### src/hdl/scso_pkg.sv
// Shared types, constants and bit-map helpers for the stepper command shift-out block.
// No dependencies; imported by scso_ctrl and the top level.
`default_nettype none

package scso_pkg;

    // Default build values.
    localparam int CHAIN_BITS_DEF   = 24;
    localparam int PERIOD_SCALE_DEF = 10;

    // Fixed field widths.
    localparam int ACTION_W = 3;
    localparam int MODE_W   = 3;
    localparam int IDX_W    = 5;
    localparam int MOTOR_W  = 2;
    localparam int INC_W    = 10;
    localparam int PERIOD_W = 16;
    localparam int WAIT_W   = 20;
    localparam int CFG_A_W  = 1;
    localparam int CFG_D_W  = 10;
    localparam int S_DATA_W = 8;
    localparam int M_DATA_W = 8;

    // Reset values.
    localparam logic [31:0]         IMG_RESET    = 32'h00FF_8FFF;
    localparam logic [PERIOD_W-1:0] PERIOD_RESET = 16'd5000;
    localparam logic [PERIOD_W-1:0] PERIOD_MAX   = 16'hFFFF;
    localparam logic [MOTOR_W-1:0]  MOTOR_RESET  = 2'd1;
    localparam logic [INC_W-1:0]    INC_RESET    = 10'd30;

    // Microstep mode lines.
    localparam logic [31:0] BIT_M2    = 32'h0000_0020;
    localparam logic [31:0] BIT_M1    = 32'h0000_0040;
    localparam logic [31:0] BIT_M0    = 32'h0000_0080;
    localparam logic [31:0] MODE_MASK = BIT_M0 | BIT_M1 | BIT_M2;
    localparam logic [MODE_W-1:0] MODE_LAST = 3'd5;

    // Config register indexes.
    localparam logic [CFG_A_W-1:0] CFG_MOTOR_SELECT    = 1'b0;
    localparam logic [CFG_A_W-1:0] CFG_SPEED_INCREMENT = 1'b1;

    typedef enum logic [ACTION_W-1:0] {
        ACT_TICK          = 3'd0,
        ACT_RUN_LEFT      = 3'd1,
        ACT_RUN_RIGHT     = 3'd2,
        ACT_STOP          = 3'd3,
        ACT_FASTER        = 3'd4,
        ACT_SLOWER        = 3'd5,
        ACT_SET_MICROSTEP = 3'd6
    } t_action;

    function automatic logic [31:0] dir_mask(input logic [MOTOR_W-1:0] m);
        logic [31:0] r;
        unique case (m)
            2'd1:    r = 32'h0000_0010;
            2'd2:    r = 32'h0000_0004;
            2'd3:    r = 32'h0000_0001;
            default: r = 32'h0;
        endcase
        return r;
    endfunction

    function automatic logic [31:0] step_mask(input logic [MOTOR_W-1:0] m);
        logic [31:0] r;
        unique case (m)
            2'd1:    r = 32'h0000_0008;
            2'd2:    r = 32'h0000_0002;
            2'd3:    r = 32'h0000_8000;
            default: r = 32'h0;
        endcase
        return r;
    endfunction

    function automatic logic [31:0] mode_bits(input logic [MODE_W-1:0] md);
        logic [31:0] r;
        unique case (md)
            3'd0:    r = 32'h0;
            3'd1:    r = BIT_M0;
            3'd2:    r = BIT_M1;
            3'd3:    r = BIT_M0 | BIT_M1;
            3'd4:    r = BIT_M2;
            3'd5:    r = BIT_M0 | BIT_M2;
            default: r = 32'h0;
        endcase
        return r;
    endfunction

endpackage

`default_nettype wire

### src/hdl/scso_cell.sv
// One cell of the output shift chain: holds one image bit.
// Depends on nothing; instantiated in a row by the top level.
`default_nettype none

module scso_cell (
    input  wire  i_clk,
    input  wire  i_load,
    input  wire  i_shift,
    input  wire  i_load_bit,
    input  wire  i_next_bit,
    output logic o_bit
);

    logic r_bit;

    // parallel load wins; otherwise take the upstream neighbor's bit
    always_ff @(posedge i_clk) begin
        if (i_load) begin
            r_bit <= i_load_bit;
        end else if (i_shift) begin
            r_bit <= i_next_bit;
        end
    end

    assign o_bit = r_bit;

endmodule

`default_nettype wire

### src/hdl/scso_ctrl.sv
// Command decode and state: output image, step period, run flag, wait counter, config.
// Depends on scso_pkg.
`default_nettype none

module scso_ctrl #(
    parameter int CHAIN_BITS   = scso_pkg::CHAIN_BITS_DEF,
    parameter int PERIOD_SCALE = scso_pkg::PERIOD_SCALE_DEF
) (
    input  wire                            i_clk,
    input  wire                            i_rst_n,
    input  wire                            i_fire,
    input  wire  [scso_pkg::ACTION_W-1:0]  i_action,
    input  wire  [scso_pkg::MODE_W-1:0]    i_mode,
    input  wire                            i_cfg_we,
    input  wire  [scso_pkg::CFG_A_W-1:0]   i_cfg_addr,
    input  wire  [scso_pkg::CFG_D_W-1:0]   i_cfg_wdata,
    output logic                           o_emit,
    output logic [CHAIN_BITS-1:0]          o_image
);

    import scso_pkg::*;

    localparam int PROD_W = PERIOD_W + 5;

    logic [CHAIN_BITS-1:0] r_image, n_image;
    logic [PERIOD_W-1:0]   r_period, n_period;
    logic                  r_running, n_running;
    logic [WAIT_W-1:0]     r_wait, n_wait;
    logic [MOTOR_W-1:0]    r_motor;
    logic [INC_W-1:0]      r_inc;

    logic [31:0]           w_img;
    logic [PROD_W-1:0]     w_prod;
    logic [PERIOD_W:0]     w_sum;
    logic                  w_emit;

    assign w_prod = PROD_W'(r_period) * PROD_W'(PERIOD_SCALE);
    assign w_sum  = {1'b0, r_period} + (PERIOD_W+1)'(r_inc);

    always_comb begin
        w_img                 = '0;
        w_img[CHAIN_BITS-1:0] = r_image;
        n_period              = r_period;
        n_running             = r_running;
        n_wait                = r_wait;
        w_emit                = 1'b0;
        unique case (t_action'(i_action))
            ACT_TICK: begin
                if (r_wait != '0) begin
                    n_wait = r_wait - 1'b1;
                end else if (r_running) begin
                    n_wait = WAIT_W'(w_prod - 1'b1);
                    if (r_motor != '0) begin
                        w_img  = w_img ^ step_mask(r_motor);
                        w_emit = 1'b1;
                    end
                end
            end
            ACT_RUN_LEFT, ACT_RUN_RIGHT: begin
                n_running = 1'b1;
                if (r_motor != '0) begin
                    if (t_action'(i_action) == ACT_RUN_LEFT) begin
                        w_img = w_img | dir_mask(r_motor);
                    end else begin
                        w_img = w_img & ~dir_mask(r_motor);
                    end
                    w_emit = 1'b1;
                end
            end
            ACT_STOP: begin
                n_running = 1'b0;
            end
            ACT_FASTER: begin
                if (r_period > PERIOD_W'(r_inc)) begin
                    n_period = r_period - PERIOD_W'(r_inc);
                end else begin
                    n_period = PERIOD_W'(1);
                end
            end
            ACT_SLOWER: begin
                n_period = w_sum[PERIOD_W] ? PERIOD_MAX : w_sum[PERIOD_W-1:0];
            end
            ACT_SET_MICROSTEP: begin
                if (i_mode <= MODE_LAST) begin
                    w_img  = (w_img & ~MODE_MASK) | mode_bits(i_mode);
                    w_emit = 1'b1;
                end
            end
            default: ;   // unused action code
        endcase
        n_image = w_img[CHAIN_BITS-1:0];
    end

    always_ff @(posedge i_clk) begin
        if (!i_rst_n) begin
            r_image   <= IMG_RESET[CHAIN_BITS-1:0];
            r_period  <= PERIOD_RESET;
            r_running <= 1'b1;
            r_wait    <= '0;
            r_motor   <= MOTOR_RESET;
            r_inc     <= INC_RESET;
        end else begin
            if (i_fire) begin
                r_image   <= n_image;
                r_period  <= n_period;
                r_running <= n_running;
                r_wait    <= n_wait;
            end
            if (i_cfg_we) begin
                unique case (i_cfg_addr)
                    CFG_MOTOR_SELECT:    r_motor <= i_cfg_wdata[MOTOR_W-1:0];
                    CFG_SPEED_INCREMENT: r_inc   <= i_cfg_wdata[INC_W-1:0];
                    default: ;
                endcase
            end
        end
    end

    assign o_emit  = w_emit;
    assign o_image = n_image;

endmodule

`default_nettype wire

### src/hdl/stepper_command_shift_out.sv
// Top level of the stepper command block: command stream in, serial image bits out.
// Depends on scso_pkg, scso_ctrl and scso_cell.
`default_nettype none

//  channel   direction  handshake            payload
//  s (cmd)   in         i_s_tvalid/o_s_tready  action, microstep_mode
//  m (bits)  out        o_m_tvalid/i_m_tready  serial_bit, bit_index; tlast = latch
//  cfg       in         i_cfg_we               motor_select (0), speed_increment (1)
//
//  A command that changes the image loads all CHAIN_BITS cells at once and
//  the chain then drains one bit per output request.
//  Commands that emit nothing are taken every cycle while the chain is empty; the
//  next command is also taken in the cycle the last bit leaves.
//  Reset is synchronous; a stalled output simply holds the chain in place.
module stepper_command_shift_out #(
    parameter int CHAIN_BITS   = scso_pkg::CHAIN_BITS_DEF,
    parameter int PERIOD_SCALE = scso_pkg::PERIOD_SCALE_DEF
) (
    input  wire                            i_clk,
    input  wire                            i_rst_n,
    // [2:0] action, [5:3] microstep_mode, [7:6] zero
    input  wire  [scso_pkg::S_DATA_W-1:0]  i_s_tdata,
    input  wire                            i_s_tvalid,
    output logic                           o_s_tready,
    // [0] serial_bit, [5:1] bit_index, [7:6] zero
    output logic [scso_pkg::M_DATA_W-1:0]  o_m_tdata,
    output logic                           o_m_tvalid,
    output logic                           o_m_tlast,
    input  wire                            i_m_tready,
    input  wire                            i_cfg_we,
    input  wire  [scso_pkg::CFG_A_W-1:0]   i_cfg_addr,
    input  wire  [scso_pkg::CFG_D_W-1:0]   i_cfg_wdata
);

    import scso_pkg::*;

    localparam logic [IDX_W-1:0] LAST_IDX = IDX_W'(CHAIN_BITS - 1);

    logic                  r_busy;
    logic [IDX_W-1:0]      r_idx;
    logic                  w_in_fire, w_out_fire, w_last, w_load, w_shift, w_emit;
    logic [CHAIN_BITS-1:0] w_image;
    logic [CHAIN_BITS-1:0] w_cell;

    assign w_last     = (r_idx == LAST_IDX);
    assign w_out_fire = r_busy & i_m_tready;
    assign o_s_tready = ~r_busy | (w_last & i_m_tready);
    assign w_in_fire  = i_s_tvalid & o_s_tready;
    assign w_load     = w_in_fire & w_emit;
    assign w_shift    = w_out_fire;

    scso_ctrl #(
        .CHAIN_BITS   (CHAIN_BITS),
        .PERIOD_SCALE (PERIOD_SCALE)
    ) u_ctrl (
        .i_clk       (i_clk),
        .i_rst_n     (i_rst_n),
        .i_fire      (w_in_fire),
        .i_action    (i_s_tdata[ACTION_W-1:0]),
        .i_mode      (i_s_tdata[ACTION_W +: MODE_W]),
        .i_cfg_we    (i_cfg_we),
        .i_cfg_addr  (i_cfg_addr),
        .i_cfg_wdata (i_cfg_wdata),
        .o_emit      (w_emit),
        .o_image     (w_image)
    );

    // shift chain: cell 0 drives the output, each cell but the top takes from the one above
    for (genvar g = 0; g < CHAIN_BITS; g++) begin : g_cell
        logic w_next;
        if (g == CHAIN_BITS - 1) begin : g_top
            assign w_next = 1'b0;
        end else begin : g_mid
            assign w_next = w_cell[g+1];
        end
        scso_cell u_cell (
            .i_clk      (i_clk),
            .i_load     (w_load),
            .i_shift    (w_shift),
            .i_load_bit (w_image[g]),
            .i_next_bit (w_next),
            .o_bit      (w_cell[g])
        );
    end

    // bit position counter and chain-occupied flag
    always_ff @(posedge i_clk) begin
        if (!i_rst_n) begin
            r_busy <= 1'b0;
            r_idx  <= '0;
        end else begin
            if (w_load) begin
                r_busy <= 1'b1;
                r_idx  <= '0;
            end else if (w_out_fire) begin
                r_idx <= r_idx + 1'b1;
                if (w_last) begin
                    r_busy <= 1'b0;
                end
            end
        end
    end

    assign o_m_tvalid = r_busy;
    assign o_m_tlast  = w_last;
    assign o_m_tdata  = {2'b00, r_idx, w_cell[0]};

endmodule

`default_nettype wire

### config.mk
export PLATFORM = sky130hd
export DESIGN_NAME = stepper_command_shift_out
export DESIGN_NICKNAME = d
export VERILOG_FILES = /design/src/hdl/scso_pkg.sv /design/src/hdl/scso_cell.sv /design/src/hdl/scso_ctrl.sv /design/src/hdl/stepper_command_shift_out.sv
export SDC_FILE = /design/constraint.sdc
export NUM_CORES = 1
export LEC_CHECK = 0
export ABC_CLOCK_PERIOD_IN_PS = 3600
export BUFFER_PORTS_ARGS = -buffer_cell sky130_fd_sc_hd__clkbuf_2
export CORE_UTILIZATION = 30
export DETAILED_ROUTE_END_ITERATION = 8
export PLACE_DENSITY_LB_ADDON = 0.15
export SYNTH_ARGS = -nofsm -noshare
export SYNTH_HDL_FRONTEND = slang
export SYNTH_SLANG_ARGS = --single-unit
### constraint.sdc
create_clock -name i_clk -period 3.6 [get_ports i_clk]
set_input_delay 0.9 -clock i_clk [delete_from_list [all_inputs] [get_ports i_clk]]
set_output_delay 0.9 -clock i_clk [all_outputs]
set_load 0.05 [all_outputs]
* After elaboration in Yosys (flattened, before gate mapping)
Index checks and enable logic that the tools add are counted.
Word-level totals: bits in registers 103, input port bits 24, output and inout bits 11, logic and storage cells 168
Cells by class: add/sub/neg operators 5, $mul 1, $lt $le $gt $ge 2, equality and inequality tests 15, muxes and demuxes 84, bitwise logic cells 13, reductions and logical operators 16
Operators by type and width (number):
- 24-bit two-way mux | 18
- 24-bit case mux with 3 select lines | 1
- 1-bit two-way mux | 55
- 24-bit bitwise OR | 2
- 16-bit case mux with 3 select lines | 1
- 20-bit two-way mux | 2
- 8-bit case mux with 5 select lines | 1
- 20-bit by 1-bit subtractor with 20-bit output (second input constant) | 2
- 16-bit two-way mux | 2
- 16-bit case mux with 2 select lines | 1
- 24-bit bitwise AND | 1
- 24-bit inverter | 1
- 24-bit bitwise XOR | 1
- 20-bit nonzero test | 1
- 16-bit by 3-bit multiplier with 19-bit output (second input constant) | 1
- 16-bit by 10-bit adder with 17-bit output | 1
- 16-bit by 10-bit > comparator with 1-bit output | 1
- 16-bit by 10-bit subtractor with 16-bit output | 1
- 3-bit == test (second input constant) | 5
- 5-bit case mux with 3 select lines | 1
- 3-bit by 2-bit == test with 1-bit output (second input constant) | 4
- 2-bit nonzero test | 6
- 2-bit AND reduction | 5
- 3-bit by 1-bit == test with 1-bit output (second input constant) | 2
- 13 further kinds | 20

* Longest topological paths before layout
Gate-level depths: netlist (run 1).
word-level depth 12, depth in mapped cells 13, gate-level depth less buffers 12

* Modules after synthesis
A second synthesis (run 1) with hierarchy kept.
Second synthesis, totals: cell total of the unflattened synthesis 834, area, all modules 7021.7 sq um
By module, submodules not included:
- scso_ctrl | instances 1, cells an instance 723, area each 5480.3 sq um, seq. area each 1161.1 sq um
- scso_cell | instances 24, cells an instance 3, area each 51.3 sq um, seq. area each 30.0 sq um
- stepper_command_shift_out | instances 1, cells an instance 39, area each 310.3 sq um, seq. area each 120.1 sq um

* Worst setup path before layout (run 1)
Ideal clock, no wire load.
path type reg-to-reg, from reg u_ctrl.r_period[1], to reg u_ctrl.r_wait[18], setup time 88 ps, arrival 3272 ps, data required time 3512 ps, setup slack 240 ps, cell stages (with the launch flop) 12, buffers on the path 0, period minus slack after synthesis 3360 ps, path through dfxtp_1 ha_1 ha_1 fa_1 a211o_1 and4_1 nor3_1 o2111ai_1 nor4_2 nand4_1 xnor2_1 a311oi_2
Between the ends: longest elaborated chain between the ends 4
Ends and longest elaborated chain:
- start: declaration | line scso_ctrl.sv:26 | logic [PERIOD_W-1:0] r_period, n_period;
- start signal: assignment | line scso_ctrl.sv:105 | r_period <= n_period;
- 16-bit by 3-bit multiplier with 19-bit output | line scso_ctrl.sv:37 | assign w_prod = PROD_W'(r_period) * PROD_W'(PERIOD_SCALE);
- 20-bit by 1-bit subtractor with 20-bit output | line scso_ctrl.sv:52 | n_wait = WAIT_W'(w_prod - 1'b1);
- 20-bit two-way mux | line scso_ctrl.sv:51 | end else if (r_running) begin
- 20-bit two-way mux | line scso_ctrl.sv:49 | if (r_wait != '0) begin
- end signal: assignment | line scso_ctrl.sv:107 | r_wait <= n_wait;
- end: declaration | line scso_ctrl.sv:28 | logic [WAIT_W-1:0] r_wait, n_wait;
No other way between the ends. The select of a mux whose other input is x is not followed. A chain may end at the register's enable or synchronous reset.

* Final worst setup path (run 1)
from reg u_ctrl.r_period[1], to reg u_ctrl.r_wait[15]
Same word-level chain as after synthesis.

==> impl_results.rst, run 1 <==
.. list-table::
   :header-rows: 1

   * - Metric
     - Value
   * - Final GP Congestion
     - ~0.84
   * - Starting DRC count in detailed routing
     - 246
   * - Length in cells of the worst reg-to-reg path
     - 11
   * - Most frequently used flop master after synthesis
     - dfxtp_1
   * - Flip-flop and latch count after synthesis
     - 88
   * - Number of enable flip-flop cells after synthesis
     - 24
   * - CORE AREA
     - between 20000 and 25000 sq um
   * - Clock tree root buffer cell
     - clkbuf_16
   * - Longest Clk Path Bufs
     - 2
   * - Fin crit share
     - approximately 94%
   * - Post-route antenna net violation count
     - 0
   * - Capturing point of the worst reg2reg path
     - u_ctrl.r_wait[15]
   * - Endpoint with the worst hold slack
     - u_ctrl.r_inc[6]
   * - CTS tree
     - built
   * - Post-route setup TNS
     - 0 ps
   * - Ratio of routed vias to standard cells
     - around 5.3
   * - Syn_area_per_cell
     - slightly above 8 sq um
   * - Worst slew margin
     - between 50% and 60%
   * - Routed wire length
     - roughly 18 mm
   * - Number of nets in the final layout
     - slightly above 900
   * - Post-detailed-placement cell area
     - approximately 7100 sq um
   * - Cell types with the largest area share after synthesis
     - dfxtp_1 (19%), edfxtp_1 (11%), ha_1 (9.6%)
   * - Outcome
     - finished, final reports clean
   * - Chip width
     - between 150 and 200 microns
   * - Ratio of total power to cell area
     - 386 nW/um^2
   * - Leading cell type by number of instances after synthesis
     - nand2_1
   * - Async SR Flop Fraction
     - 0%
   * - H-tree depth
     - 3
   * - Category of the most critical setup path
     - reg2reg
   * - Slew Limit Fails
     - 0
   * - Period minus WS final
     - between 3000 and 4000 ps
   * - Synthesized instance count
     - roughly 820
   * - Remaining global-route overflow
     - 0
   * - Post-detailed-placement half-perimeter wirelength
     - about 14 mm
   * - I/O Pins
     - 35
   * - Number of violations of the max-capacitance limit
     - 0
   * - Sequential fraction of the synthesis area
     - between 30% and 40%
   * - Avg WL per Cell
     - between 15 and 20 microns
   * - Clock-pin transition on the worst setup and hold timing paths
     - 80 ps
   * - Chip Height
     - between 150 and 200 microns
   * - Hold Violations, Final
     - 0
   * - Mapped cell area
     - between 6000 and 7000 sq um
   * - Layout Skew
     - around 12 ps
   * - Highest net fanout along the worst path
     - 3
   * - Setup repair after global routing missed its margin
     - no
   * - Die Outline Area
     - 22800 sq um
   * - Nature of the critical path endpoint
     - register
   * - Type of the most critical hold path
     - reg2reg
   * - Final Power
     - approximately 2.9 mW
   * - Pin count of the biggest net entering global routing
     - 27
   * - Maximum frequency from static timing analysis
     - 0.295 GHz
   * - Reg2reg start
     - u_ctrl.r_period[1]
   * - Number of diodes
     - 0
   * - Post-synth top area share
     - 19.2%
   * - Share of cells above drive strength 1
     - 12.0%
   * - Clock latency reported for the late side of the worst-skew pair
     - 350 ps
   * - Crit path launch type
     - register
   * - Number of cell rows
     - 54
   * - DR pass1 iterations
     - 5
   * - DR vias
     - 5918
   * - Global-route usage over all layers
     - roughly 16%
   * - Ys Warns
     - 0
   * - Clock sinks
     - ~90
   * - Highest ir drop seen on vdd
     - between 0.2 and 0.25 mV
   * - CTS buffer count
     - 9
   * - Count of unique library cells instantiated by Yosys
     - between 80 and 90
   * - Transition time at the pin with the least slew margin
     - between 700 and 800 ps
   * - Origin of the worst min-delay path
     - u_ctrl.r_inc[6]
   * - DRC violations left
     - 0
   * - Final setup violation count
     - 0
   * - Leading area contributor after synthesis
     - dfxtp_1
   * - Port Buf Inserts
     - 30
   * - Effective utilization at floorplan
     - a little under a third
   * - R2r setup slk
     - just over 200 ps
   * - Pleak
     - 2.94 nW
   * - Leading post-synthesis cells by instance count
     - nand2_1 (78), nor2_1 (69), a21oi_1 (67), dfxtp_1 (64), o21ai_0 (52)
   * - First-pass GRT wire length
     - between 20 and 30 mm
   * - Total instance count after detailed placement
     - about 1100
   * - Worst EP required
     - approximately 3800 ps
   * - Hold-fix buffers at CTS
     - 0
   * - Post-route insts no fill
     - 1124
   * - Number of global-route vias before repair
     - around 5600
   * - Final-layout fill cell count
     - around 2300
   * - Initial antenna violation count
     - 0
   * - Worst EP arrival
     - between 3000 and 4000 ps
   * - Worst hold stages
     - 2
   * - Area grow syn2layout
     - 12.4%
   * - Area of all placed cells without fillers
     - around 7500 sq um
report_power, final:
group	internal, mW	switching (mW)	leakage (nW)	total (mW)
logic	0.310	0.508	2.06	0.818
clock network	0.489	0.462	0.143	0.951
registers	1.08	0.0392	0.744	1.12
total	1.88	1.01	2.94	2.89
metal layers:
metal  GRT usage [%]  vias up  wire length (microns)
met5               0        -                      0
met4            5.05        0                    338
met3            2.38       20                    431
met1            21.8     2764                   9150
li1                -     3045                      -
met2            26.8       89                   8310
sequential cells by signal (all words and copies together), names as in the netlist:
name	flops
u_ctrl.r_inc	10
g_cell.u_cell.o_bit	24
u_ctrl.r_wait	20
r_idx	5
u_ctrl.r_period	16
u_ctrl.r_image	9
u_ctrl.r_running	1
o_m_tvalid	1
u_ctrl.r_motor	2
per-stage QoR:
step	util, %	worst slack, ps	hold slack [ps]
2_1_floorplan	-	240	454
3_3_place_gp	32.7	98.5	468
3_5_place_dp	32.7	106	479
4_1_cts	34.1	101	490
5_1_grt	34.3	30.8	514
6_report	34.3	207	485
worst max path at each step:
stage | slack [ps] | endpoint | cells after the start | startpoint
floorplan | 240 | u_ctrl.r_wait[18] | 11 | u_ctrl.r_period[1]
global placement | 100 | u_ctrl.r_wait[15] | 11 | u_ctrl.r_period[1]
detailed placement | 110 | u_ctrl.r_wait[15] | 11 | u_ctrl.r_period[1]
CTS | 100 | u_ctrl.r_wait[15] | 11 | u_ctrl.r_period[1]
global route | 30 | u_ctrl.r_wait[15] | 11 | u_ctrl.r_period[1]
finish | 210 | u_ctrl.r_wait[15] | 11 | u_ctrl.r_period[1]
critical path: stages, from the launching register on:
cell and delay, ps:
dfxtp_1 320, ha_1 290, ha_1 230, fa_1 440
a211oi_2 330, o21ai_1 150, a31o_1 230, a211o_1 340
a2111oi_4 430, xnor2_1 140, a222oi_1 310, nor2_1 80
area by class of cell:
class                           count  area [sq um]  share of cell area [%]
Inverter                           38           143                    1.91
Tap cell                          280           350                    4.68
Multi-Input combinational cell    645          4340                    57.9
Sequential cell                    88          2000                    26.8
Timing Repair Buffer               57           353                    4.72
Clock inverter                      7          72.6                   0.970
Clock buffer                        9           225                    3.01
cells by family after synthesis:
kind of cell | share of synthesized area [%]
muxes | 1.39
adders and majority gates | 10.5
buffers and inverters | 5.43
other | 0.0563
xor gates and xnor gates | 4.08
and+or+nand+nor | 23.1
DFF | 30.1
AOI/OAI and AO/OA | 25.4
layout by cell type, fill, tap and decap left out, types with 4 or more instances in the layout:
| cell | n |
|---|---|
| a21boi_0 | 4 |
| a21o_1 | 8 |
| a21oi_1 | 67 |
| a22oi_1 | 5 |
| a31oi_1 | 11 |
| and2_1 | 11 |
| and3_1 | 6 |
| buf_4 | 27 |
| clkbuf_16 | 9 |
| clkbuf_2 | 30 |
| dfxtp_1 | 63 |
| edfxtp_1 | 24 |
| ha_1 | 51 |
| inv_1 | 37 |
| mux2i_1 | 7 |
| nand2_1 | 78 |
| nand2b_1 | 17 |
| nand3_1 | 21 |
| nand4_1 | 10 |
| nor2_1 | 69 |
| nor2b_1 | 10 |
| nor3_1 | 23 |
| nor4_1 | 8 |
| nor4b_1 | 4 |
| o2111ai_1 | 4 |
| o211ai_1 | 17 |
| o21a_1 | 9 |
| o21ai_0 | 52 |
| o21bai_1 | 7 |
| o22ai_1 | 9 |
| o31ai_1 | 8 |
| or3_1 | 8 |
| or4_1 | 6 |
| xnor2_1 | 24 |
| xor2_1 | 7 |
what timing repair did:
action | CTS | global route
hold endpoints to repair | 0 | 0
buffers inserted | 0 | 0
setup endpoints to repair | 0 | 6
gates resized for setup | 0 | 6
Power figures use the tool's default switching activity.
==> inputs of run 2 (changes only) <==
--- a/config.mk
+++ b/config.mk
@@ -5,8 +5,10 @@
 export SDC_FILE = /design/constraint.sdc
 export NUM_CORES = 1
 export LEC_CHECK = 0
-export ABC_CLOCK_PERIOD_IN_PS = 3600
+export ABC_CLOCK_PERIOD_IN_PS = 4200
 export BUFFER_PORTS_ARGS = -buffer_cell sky130_fd_sc_hd__clkbuf_2
+export CELL_PAD_IN_SITES_DETAIL_PLACEMENT = 0
+export CELL_PAD_IN_SITES_GLOBAL_PLACEMENT = 1
 export CORE_UTILIZATION = 30
 export DETAILED_ROUTE_END_ITERATION = 8
 export PLACE_DENSITY_LB_ADDON = 0.15
==> constraint.sdc (replaced) <==
create_clock -name i_clk -period 4.2 [get_ports i_clk]
set_input_delay 1.05 -clock i_clk [delete_from_list [all_inputs] [get_ports i_clk]]
set_output_delay 1.05 -clock i_clk [all_outputs]
set_load 0.05 [all_outputs]
==> run 2 against run 1 <==
  * The flow now finishes with violations (design-rule violations)
  * Flip-flop and latch count stayed put
  * Clock skew is 1.7 ps lower
  * Die area stayed put
  * Critical endpoint is now u_ctrl.r_wait[18]
==> impl_results.rst, run 2 (same netlist as run 1, synthesis figures left out) <==
.. list-table::
   :header-rows: 1

   * - Metric
     - Value
   * - Clock latency reported for the late side of the worst-skew pair
     - approximately 360 ps
   * - Number of diodes
     - 0
   * - First-pass GRT wire length
     - between 30 and 40 mm
   * - I/O Pins
     - 35
   * - Ratio of total power to cell area
     - around 340 nW/um^2
   * - Number of nets in the final layout
     - about 900
   * - Maximum frequency from static timing analysis
     - about 0.28 GHz
   * - Worst EP required
     - roughly 4500 ps
   * - Crit-path cells
     - ha_1, ha_1, fa_1, a211oi_2, o21bai_1, a22oi_1, o2111ai_1, nor4_2, nand4_1, xnor2_1, a311oi_2
   * - Area grow syn2layout
     - 10.5%
   * - Number of violations of the max-capacitance limit
     - 0
   * - Avg WL per Cell
     - about 17 microns
   * - Clock tree root buffer cell
     - clkbuf_16
   * - Cell with the largest stage delay on the worst path
     - nor4_2
   * - Chip Height
     - between 150 and 200 microns
   * - Routed wire length
     - roughly 19 mm
   * - Transition time at the pin with the least slew margin
     - roughly 840 ps
   * - Worst slew margin
     - 43.7%
   * - Effective utilization at floorplan
     - 30.5%
   * - Cell type with the highest occurrence count on the critical path
     - ha_1
   * - Clock-pin transition on the worst setup and hold timing paths
     - around 80 ps
   * - Layout Skew
     - approximately 10 ps
   * - Commonest cells after routing, fill and taps aside
     - nand2_1 (78), nor2_1 (69), a21oi_1 (67), dfxtp_1 (64), o21ai_0 (52)
   * - Clock sinks
     - 88
   * - Highest ir drop seen on vdd
     - around 0.18 mV
   * - DR vias
     - between 6000 and 7000
   * - Final-layout fill cell count
     - ~2300
   * - Sum of met2 wire segment lengths after detailed routing
     - 8.50 mm
   * - Category of the most critical setup path
     - reg2reg
   * - Die Outline Area
     - 22800 sq um
   * - Failing checks
     - design-rule violations
   * - Post-cts repair resize count
     - 0
   * - Longest Clk Path Bufs
     - 2
   * - Chip width
     - 151 microns
   * - Max FFs per register
     - 24
   * - Remaining global-route overflow
     - 0
   * - Post-route setup TNS
     - 0 ps
   * - Total instance count after detailed placement
     - 1097
   * - CTS buffer count
     - 9
   * - Post-detailed-placement cell area
     - ~7100 sq um
   * - Post-detailed-placement half-perimeter wirelength
     - approximately 14 mm
   * - Final Power
     - between 2 and 2.5 mW
   * - Final GP Congestion
     - roughly 0.82
   * - Hold-fix buffers at CTS
     - 0
   * - Slew Limit Fails
     - 0
   * - Initial antenna violation count
     - 0
   * - Highest routing layer actually used
     - met4
   * - Critical path buffers and inverters
     - 0
   * - Pleak
     - 2.89 nW
   * - Hold Violations, Final
     - 0
   * - Met1 Routed Length
     - approximately 9.5 mm
   * - Worst EP arrival
     - around 3800 ps
   * - Ratio of routed vias to standard cells
     - roughly 5.4
   * - Routed wl met3
     - 660 microns
   * - Sequential standard cell area
     - between 2000 and 2500 sq um
   * - Pin count of the biggest net entering global routing
     - 39
   * - Post-route antenna net violation count
     - 0
   * - Number of cell rows
     - 54
   * - Highest net fanout along the worst path
     - 5
   * - Most common cell after layout, fill and taps aside
     - nand2_1
   * - Outcome
     - finished with violations
   * - Top Family by Delay on Critical Path
     - compound AO/OA/AOI/OAI gates
   * - Starting DRC count in detailed routing
     - between 200 and 250
   * - Setup repair after global routing missed its margin
     - no
   * - Nature of the critical path endpoint
     - register
   * - Maximum cell stage delay along the critical path
     - roughly 530 ps
   * - Type of the most critical hold path
     - reg2reg
   * - DRC violations left
     - 1
   * - Share of cells above drive strength 1
     - approximately a tenth
   * - DR pass1 iterations
     - 7
   * - Area of all placed cells without fillers
     - about 7400 sq um
   * - Crit path launch type
     - register
   * - Area of the multi-input gates
     - 4300 sq um
   * - Number of global-route vias before repair
     - roughly 5800
   * - Global-route usage over all layers
     - between 10% and 20%
   * - # Post-CTS Setup Buffers
     - 0
   * - Post-route insts no fill
     - 1113
   * - Fin crit share
     - a little under nine tenths
   * - Final-layout worst hold slack
     - between 400 and 500 ps
   * - Port Buf Inserts
     - 30
   * - CORE AREA
     - about 22000 sq um
   * - H-tree depth
     - 3
   * - CTS tree
     - built
   * - Final setup violation count
     - 0
   * - Period minus WS final
     - 3570 ps
## run 2: cell count changes in the layout (fill, tap and decap cells not counted), sizes merged
cell / before / now
inv: 40 / 42
clkinv: 4 / 2
buf: 27 / 16
## run 2: cell type report
cell class | count | area share [%]
Multi-Input combinational cell | 645 | 58.4
Sequential cell | 88 | 27.2
Tap cell | 280 | 4.76
Timing Repair Buffer | 46 | 3.67
Clock buffer | 9 | 3.06
Inverter | 38 | 1.94
Clock inverter | 7 | 0.952
## run 2: worst reg2reg max path, stage by stage, from the launching register on
cell,delay [ps]
dfxtp_1,380
ha_1,250
ha_1,230
fa_1,440
a211oi_2,330
o21bai_1,140
a22oi_1,250
o2111ai_1,330
nor4_2,530
nand4_1,190
xnor2_1,170
a311oi_2,250
## run 2: per-stage QoR
stage | worst slack [ps] | util (%)
floorplan | 840 | -
global placement | 625 | 32.4
global route | 284 | 33.7
CTS | 578 | 33.7
detailed placement | 606 | 32.4
finish | 629 | 33.7
## run 2: report_power, final
part / internal, mW / switching [mW]
sequential: 0.928 / 0.0376
clock: 0.422 / 0.412
combinational: 0.257 / 0.428
## run 2: final timing paths
kind                                          from           endpoint  slack, ps  cells past startpoint
worst min register to register   u_ctrl.r_image[2]  u_ctrl.r_image[2]        480                      2
worst max-delay path            u_ctrl.r_period[3]  u_ctrl.r_wait[18]        630                     11
worst max register to register  u_ctrl.r_period[3]  u_ctrl.r_wait[18]        630                     11
worst min-delay path             u_ctrl.r_image[2]  u_ctrl.r_image[2]        480                      2
## run 2: routing by layer
layer  global-route usage [%]  vias to the layer above
li1                         -                     3025
met1                     23.4                     2875
met2                     27.7                       97
met3                     2.95                       19
met4                     4.55                        0
met5                        0                        -
